<file path="config.mk">
export PLATFORM = sky130hd
export DESIGN_NAME = pee_alu
export DESIGN_NICKNAME = d
export VERILOG_FILES = /design/src/rtl/postfix_expression_evaluator_macros.svh /design/src/rtl/pee_pkg.sv /design/src/rtl/pee_alu.sv
export SDC_FILE = /design/constraint.sdc
export NUM_CORES = 2
export LEC_CHECK = 0
export ABC_AREA = 1
export BUFFER_PORTS_ARGS = -buffer_cell sky130_fd_sc_hd__buf_4
export CAP_MARGIN = 10
export CORE_MARGIN = 1.5
export CORE_UTILIZATION = 55
export CTS_CLUSTER_SIZE = 14
export DETAILED_ROUTE_END_ITERATION = 7
export HOLD_SLACK_MARGIN = 0.1
export PLACE_DENSITY = 0.74
export SLEW_MARGIN = 5
export SYNTH_ARGS = -nofsm -noshare
export SYNTH_HDL_FRONTEND = slang
export SYNTH_SLANG_ARGS = --single-unit
</file>
<file path="constraint.sdc">
create_clock -name clk -period 18.4 [get_ports clk]
set_clock_uncertainty 0.15 [all_clocks]
set_input_delay 3.68 -clock clk [delete_from_list [all_inputs] [get_ports clk]]
set_output_delay 3.68 -clock clk [all_outputs]
set_load 0.01 [all_outputs]
</file>
<file path="src/rtl/postfix_expression_evaluator_macros.svh">
// Assertion macros used by the evaluator RTL.
`ifndef POSTFIX_EXPRESSION_EVALUATOR_MACROS_SVH
`define POSTFIX_EXPRESSION_EVALUATOR_MACROS_SVH

`ifndef SYNTHESIS

// Same-cycle implication, checked out of reset.
`define PEE_ASSERT_IMPL(label, ck, rstn, ante, cons) \
    label: assert property (@(posedge ck) disable iff (!(rstn)) (ante) |-> (cons)) \
        else $error("postfix evaluator: assertion failed");

// Next-cycle implication, checked out of reset.
`define PEE_ASSERT_NEXT(label, ck, rstn, ante, cons) \
    label: assert property (@(posedge ck) disable iff (!(rstn)) (ante) |=> (cons)) \
        else $error("postfix evaluator: assertion failed");

`else

`define PEE_ASSERT_IMPL(label, ck, rstn, ante, cons)

`define PEE_ASSERT_NEXT(label, ck, rstn, ante, cons)

`endif

`endif

</file>
<file path="src/rtl/pee_pkg.sv">
`timescale 1ns / 1ps

package pee_pkg;

    localparam int STACK_DEPTH = 128;
    localparam int ADDR_W      = $clog2(STACK_DEPTH);
    localparam int CNT_W       = $clog2(STACK_DEPTH + 1);
    localparam int LIM_W       = (CNT_W > 8) ? CNT_W : 8;
    localparam int PADDR_W     = 3;

    localparam logic       REG_IDX_STACK_LIMIT = 1'b0;
    localparam logic [7:0] STACK_LIMIT_RESET   = 8'd128;

    localparam logic [7:0] CH_ZERO = 8'h30;
    localparam logic [7:0] CH_POW  = 8'h5E;
    localparam logic [7:0] CH_MUL  = 8'h2A;
    localparam logic [7:0] CH_DIV  = 8'h2F;
    localparam logic [7:0] CH_ADD  = 8'h2B;
    localparam logic [7:0] CH_SUB  = 8'h2D;
    localparam logic [7:0] CH_MOD  = 8'h25;

    typedef enum logic [1:0] {
        ST_OK        = 2'd0,
        ST_OVERFLOW  = 2'd1,
        ST_UNDERFLOW = 2'd2,
        ST_DIVZERO   = 2'd3
    } status_t;

    typedef enum logic [2:0] {
        OP_POW = 3'd0,
        OP_MUL = 3'd1,
        OP_DIV = 3'd2,
        OP_ADD = 3'd3,
        OP_SUB = 3'd4,
        OP_MOD = 3'd5
    } op_t;

    typedef struct packed {
        logic        start;
        op_t         op;
        logic [31:0] lhs;
        logic [31:0] rhs;
    } alu_req_t;

    typedef struct packed {
        logic        done;
        logic        div_zero;
        logic [31:0] result;
    } alu_rsp_t;

    function automatic logic is_operand(input logic [7:0] c);
        return c inside {[8'h61:8'h7A], [8'h41:8'h5A], [8'h30:8'h39]};
    endfunction

    function automatic logic is_operator(input logic [7:0] c);
        return c inside {CH_POW, CH_MUL, CH_DIV, CH_ADD, CH_SUB, CH_MOD};
    endfunction

    function automatic op_t op_of(input logic [7:0] c);
        op_t o;
        case (c)
            CH_POW:  o = OP_POW;
            CH_MUL:  o = OP_MUL;
            CH_DIV:  o = OP_DIV;
            CH_SUB:  o = OP_SUB;
            CH_MOD:  o = OP_MOD;
            default: o = OP_ADD;
        endcase
        return o;
    endfunction

    // Keep the highest-priority error; lower code wins once any is set.
    function automatic status_t merge_status(input status_t cur, input status_t code);
        return (cur == ST_OK || code < cur) ? code : cur;
    endfunction

endpackage

</file>
<file path="src/rtl/pee_alu.sv">
`timescale 1ns / 1ps

module pee_alu
    import pee_pkg::*;
(
    input  logic     clk,
    input  logic     rst_n,
    input  alu_req_t req,
    output alu_rsp_t rsp
);

    typedef enum logic [4:0] {
        A_IDLE = 5'b00001,
        A_DIV  = 5'b00010,
        A_FIX  = 5'b00100,
        A_POW  = 5'b01000,
        A_DONE = 5'b10000
    } alu_state_t;

    alu_state_t  state_reg, state_next;
    op_t         op_reg, op_next;
    logic        neg_l_reg, neg_l_next;
    logic        neg_r_reg, neg_r_next;
    logic [31:0] quo_reg, quo_next;
    logic [31:0] rem_reg, rem_next;
    logic [31:0] dsr_reg, dsr_next;
    logic [4:0]  step_reg, step_next;
    logic [31:0] acc_reg, acc_next;
    logic [31:0] base_reg, base_next;
    logic [31:0] exp_reg, exp_next;
    logic [31:0] res_reg, res_next;
    logic        dz_reg, dz_next;

    logic [31:0] mul_a;
    logic [31:0] mul_b;
    logic [31:0] mul_p;
    logic [31:0] sq_p;
    logic [32:0] trial;

    function automatic logic [31:0] magnitude(input logic [31:0] v);
        return v[31] ? (32'd0 - v) : v;
    endfunction

    assign mul_a = (state_reg == A_IDLE) ? req.lhs : acc_reg;
    assign mul_b = (state_reg == A_IDLE) ? req.rhs : base_reg;
    assign mul_p = mul_a * mul_b;
    assign sq_p  = base_reg * base_reg;
    assign trial = {rem_reg, quo_reg[31]} - {1'b0, dsr_reg};

    always_comb
    begin
        state_next = state_reg;
        op_next    = op_reg;
        neg_l_next = neg_l_reg;
        neg_r_next = neg_r_reg;
        quo_next   = quo_reg;
        rem_next   = rem_reg;
        dsr_next   = dsr_reg;
        step_next  = step_reg;
        acc_next   = acc_reg;
        base_next  = base_reg;
        exp_next   = exp_reg;
        res_next   = res_reg;
        dz_next    = dz_reg;

        case (state_reg)
            A_IDLE:
            begin
                if (req.start)
                begin
                    op_next    = req.op;
                    dz_next    = 1'b0;
                    neg_l_next = req.lhs[31];
                    neg_r_next = req.rhs[31];
                    case (req.op)
                        OP_ADD:
                        begin
                            res_next   = req.lhs + req.rhs;
                            state_next = A_DONE;
                        end
                        OP_SUB:
                        begin
                            res_next   = req.lhs - req.rhs;
                            state_next = A_DONE;
                        end
                        OP_MUL:
                        begin
                            res_next   = mul_p;
                            state_next = A_DONE;
                        end
                        OP_DIV, OP_MOD:
                        begin
                            if (req.rhs == 32'd0)
                            begin
                                res_next   = 32'd0;
                                dz_next    = 1'b1;
                                state_next = A_DONE;
                            end
                            else
                            begin
                                quo_next   = magnitude(req.lhs);
                                dsr_next   = magnitude(req.rhs);
                                rem_next   = 32'd0;
                                step_next  = 5'd31;
                                state_next = A_DIV;
                            end
                        end
                        OP_POW:
                        begin
                            if (req.rhs[31])
                            begin
                                if (req.lhs == 32'd1)
                                begin
                                    res_next = 32'd1;
                                end
                                else if (req.lhs == 32'hFFFF_FFFF)
                                begin
                                    res_next = req.rhs[0] ? 32'hFFFF_FFFF : 32'd1;
                                end
                                else
                                begin
                                    res_next = 32'd0;
                                end
                                state_next = A_DONE;
                            end
                            else
                            begin
                                acc_next   = 32'd1;
                                base_next  = req.lhs;
                                exp_next   = req.rhs;
                                state_next = A_POW;
                            end
                        end
                        default:
                        begin
                            res_next   = 32'd0;
                            state_next = A_DONE;
                        end
                    endcase
                end
            end
            A_DIV:
            begin
                if (!trial[32])
                begin
                    rem_next = trial[31:0];
                end
                else
                begin
                    rem_next = {rem_reg[30:0], quo_reg[31]};
                end
                quo_next  = {quo_reg[30:0], ~trial[32]};
                step_next = step_reg - 5'd1;
                if (step_reg == 5'd0)
                begin
                    state_next = A_FIX;
                end
            end
            A_FIX:
            begin
                if (op_reg == OP_DIV)
                begin
                    res_next = (neg_l_reg ^ neg_r_reg) ? (32'd0 - quo_reg) : quo_reg;
                end
                else
                begin
                    res_next = neg_l_reg ? (32'd0 - rem_reg) : rem_reg;
                end
                state_next = A_DONE;
            end
            A_POW:
            begin
                if (exp_reg == 32'd0)
                begin
                    res_next   = acc_reg;
                    state_next = A_DONE;
                end
                else
                begin
                    if (exp_reg[0])
                    begin
                        acc_next = mul_p;
                    end
                    base_next = sq_p;
                    exp_next  = {1'b0, exp_reg[31:1]};
                end
            end
            A_DONE:
            begin
                state_next = A_IDLE;
            end
            default:
            begin
                state_next = A_IDLE;
            end
        endcase
    end

    always_ff @(posedge clk or negedge rst_n)
    begin
        if (!rst_n)
        begin
            state_reg <= A_IDLE;
        end
        else
        begin
            state_reg <= state_next;
        end
    end

    always_ff @(posedge clk)
    begin
        op_reg    <= op_next;
        neg_l_reg <= neg_l_next;
        neg_r_reg <= neg_r_next;
        quo_reg   <= quo_next;
        rem_reg   <= rem_next;
        dsr_reg   <= dsr_next;
        step_reg  <= step_next;
        acc_reg   <= acc_next;
        base_reg  <= base_next;
        exp_reg   <= exp_next;
        res_reg   <= res_next;
        dz_reg    <= dz_next;
    end

    assign rsp.done     = (state_reg == A_DONE);
    assign rsp.div_zero = dz_reg;
    assign rsp.result   = res_reg;

endmodule
</file>
==> metrics <==
Post-CTS Setup Inserts 0; core area 85,300 µm²; number of enable flip-flop cells after synthesis 234; Vias 42,000; vias in the first global route 42,200; Finished Cell Area 50,200 µm²; crit path max fanout 19; IO Count 104; Syn Area/Cell 7.87 µm²; Top FF cell, synth edfxtp_1; clock sink total 239; largest net degree at the start of global routing 97; post-CTS sizing 0; metal2 WL 71,200 µm; layout cells sized above 1 4.74%; critical path class in2reg; pin slew with the least headroom to its limit 1260 ps; CTS tree yes; DR WL met3 21,900 µm; Critical Path Max Stage Delay 690 ps; Worst Path Buf+Inv 5; Detailed Route WL 166,000 µm; Critical Path RT 18,550 ps; R2R depth 29; Area Overhead vs Synth 5.82%; Final #Nets 7,182; Mapped Nets 7,193; fin crit period 11,800 ps; dpl cell area 49,300 µm²; H-Tree Depth 1; total number of yosys warnings 0; Tcrit/Tclk final 64.1%; startpoint type of the worst setup path input port; hpwl dp 132,000 µm; die footprint 88,000 µm²; RSZ-0062 raised after global routing no; final worst slack 6600 ps; Avg WL per Cell 23.1 µm; worst skew pair latency 580 ps; Pre-Repair DR Iteration Count 6; Non-Filler Instances 7,190; global-route wire length before repair 253,000 µm; area leader, netlist fa_1; kind of cell adding the most delay to the critical path adder cells; Cell variety after synth 60; Area contributors post-synth fa_1, edfxtp_1, inv_1; register bit count reported by yosys 239; setup_tns 0 ps; Worst-path clk slew 70 ps; data arrival time of the critical path 11,950 ps; crit path capture type flop; initial antenna violation count 16; dpl ws 6190 ps; Crit. path cell count 27; highest metal used met5; Max Freq 0.0848 GHz; Hold WC Path Type reg2reg; Via density 5.85; DR DRC count 0; Chip Height 297 µm; outcome completed; Hold-fix buffers, CTS 0; FP Rows 107; filler cell count 7,777; Routed Antenna Nets 0; DR iter-0 viols 4,916; cells after synthesis 6,026; area of the mapped netlist 47,400 µm²; CTS Buffer Depth 3; Hold Fails Final Rpt 0; clk root buf clkbuf_16; Max Cap Viol 0; hold path depth 1; GP Congestion 1.08; CTS Buf Count 26; final setup vio count 0; Synth top area share 32.8%; slowest CP cell clkinv_1; Max-slew headroom 15.6%; DRT met1 WL 62,900 µm; aggregate global routing overflow 0; post-placement cell count 7,131; share of the yosys chip area belonging to registers 15.1%; port buffer count 103; area of the multi-input gates 34,300 µm²; Starting Density 55.6%; Sequential Area 7150 µm²; Post-synth ARST share 2.09%; Worst path most repeated cell fa_1; max-slew violation count 0; Die W 297 µm; all-layer global routing usage 38.7%
==> cell usage in the layout, fill, tap and decap left out, types with 4 or more instances in the layout <==
cell type | Yosys | layout
nand2_1 | 1258 | 1257
or2_2 | 27 | 27
nor4_1 | 27 | 27
nand3b_1 | 13 | 13
o21bai_1 | 17 | 17
diode_2 | 0 | 11
o221ai_1 | 21 | 21
o211ai_1 | 31 | 31
dfrtp_1 | 4 | 4
nor2_2 | 2 | 4
a221oi_1 | 5 | 5
xnor2_1 | 58 | 58
o22ai_1 | 7 | 6
fa_1 | 777 | 777
o21ai_1 | 33 | 31
clkbuf_16 | 0 | 27
inv_2 | 11 | 11
buf_4 | 1 | 166
ha_1 | 320 | 320
clkinv_2 | 0 | 5
o21a_1 | 12 | 12
nor2_1 | 535 | 532
clkinv_1 | 17 | 23
o21ai_0 | 314 | 312
a21o_1 | 10 | 10
xor2_1 | 123 | 123
a211oi_1 | 9 | 9
nor3_1 | 52 | 50
a21oi_1 | 231 | 231
inv_1 | 1366 | 1366
o21ai_4 | 5 | 5
nand4_1 | 51 | 51
o21ai_2 | 13 | 17
edfxtp_1 | 234 | 234
a31oi_1 | 12 | 12
nand3_1 | 181 | 181
o311ai_0 | 6 | 6
nor3_2 | 3 | 5
==> area by class of cell <==
class,count,share of cell area [%]
tap,1144,2.85
timing repair buffer,167,2.49
antenna,11,0.0549
multi-input combinational,4187,68.3
inverter,1394,10.4
clock inverter,20,0.292
clock buffer,28,1.35
sequential,239,14.3
==> synthesized netlist by cell type (12+ instances only) <==
cell      number
inv_1       1366
nand2_1     1258
fa_1         777
nor2_1       535
ha_1         320
o21ai_0      314
edfxtp_1     234
a21oi_1      231
nand3_1      181
clkbuf_1     165
xor2_1       123
xnor2_1       58
nor3_1        52
nand4_1       51
o21ai_1       33
o211ai_1      31
nor4_1        27
or2_2         27
buf_1         22
o221ai_1      21
clkinv_1      17
o21bai_1      17
nand3b_1      13
o21ai_2       13
a31oi_1       12
buf_2         12
o21a_1        12
==> cells by family after synthesis <==
logic type | Yosys count | synth area share, %
xor+xnor | 181 | 3.34
flops | 239 | 15.1
fa+ha+maj | 1097 | 41.2
simple gates | 2160 | 18.5
buf+inv | 1600 | 12.8
compound gates | 749 | 9.01
==> stage by stage <==
step / util (%) / hold slack [ps]
2_1_floorplan: - / 365
3_3_place_gp: 57.8 / 380
3_5_place_dp: 57.8 / 389
4_1_cts: 58.8 / 406
5_1_grt: 58.8 / 450
6_report: 58.8 / 412
==> layer usage <==
| layer | up-vias | track usage (%) |
|---|---|---|
| li1 | 18500 | - |
| met1 | 20200 | 51.8 |
| met2 | 2721 | 58.0 |
| met3 | 594 | 10.3 |
| met4 | 14 | 19.2 |
| met5 | - | 0 |
==> worst paths after layout <==
path	startpoint	slack, ps	to
setup reg to reg	state_reg[0]$_DFFE_PN1P_	7410	res_reg[28]$_DFFE_PP_
min in group asynchronous	rst_n	2740	state_reg[2]$_DFFE_PN0P_
hold reg to reg	step_reg[0]$_SDFFCE_PN1P_	410	step_reg[0]$_SDFFCE_PN1P_
hold / removal	step_reg[0]$_SDFFCE_PN1P_	410	step_reg[0]$_SDFFCE_PN1P_
max in group asynchronous	rst_n	15160	state_reg[0]$_DFFE_PN1P_
setup / recovery	req[6]	6600	res_reg[28]$_DFFE_PP_
Power is left out: the tool's default activity adds up to more than one toggle a clock period on the data nets, which glitch-free logic cannot reach.
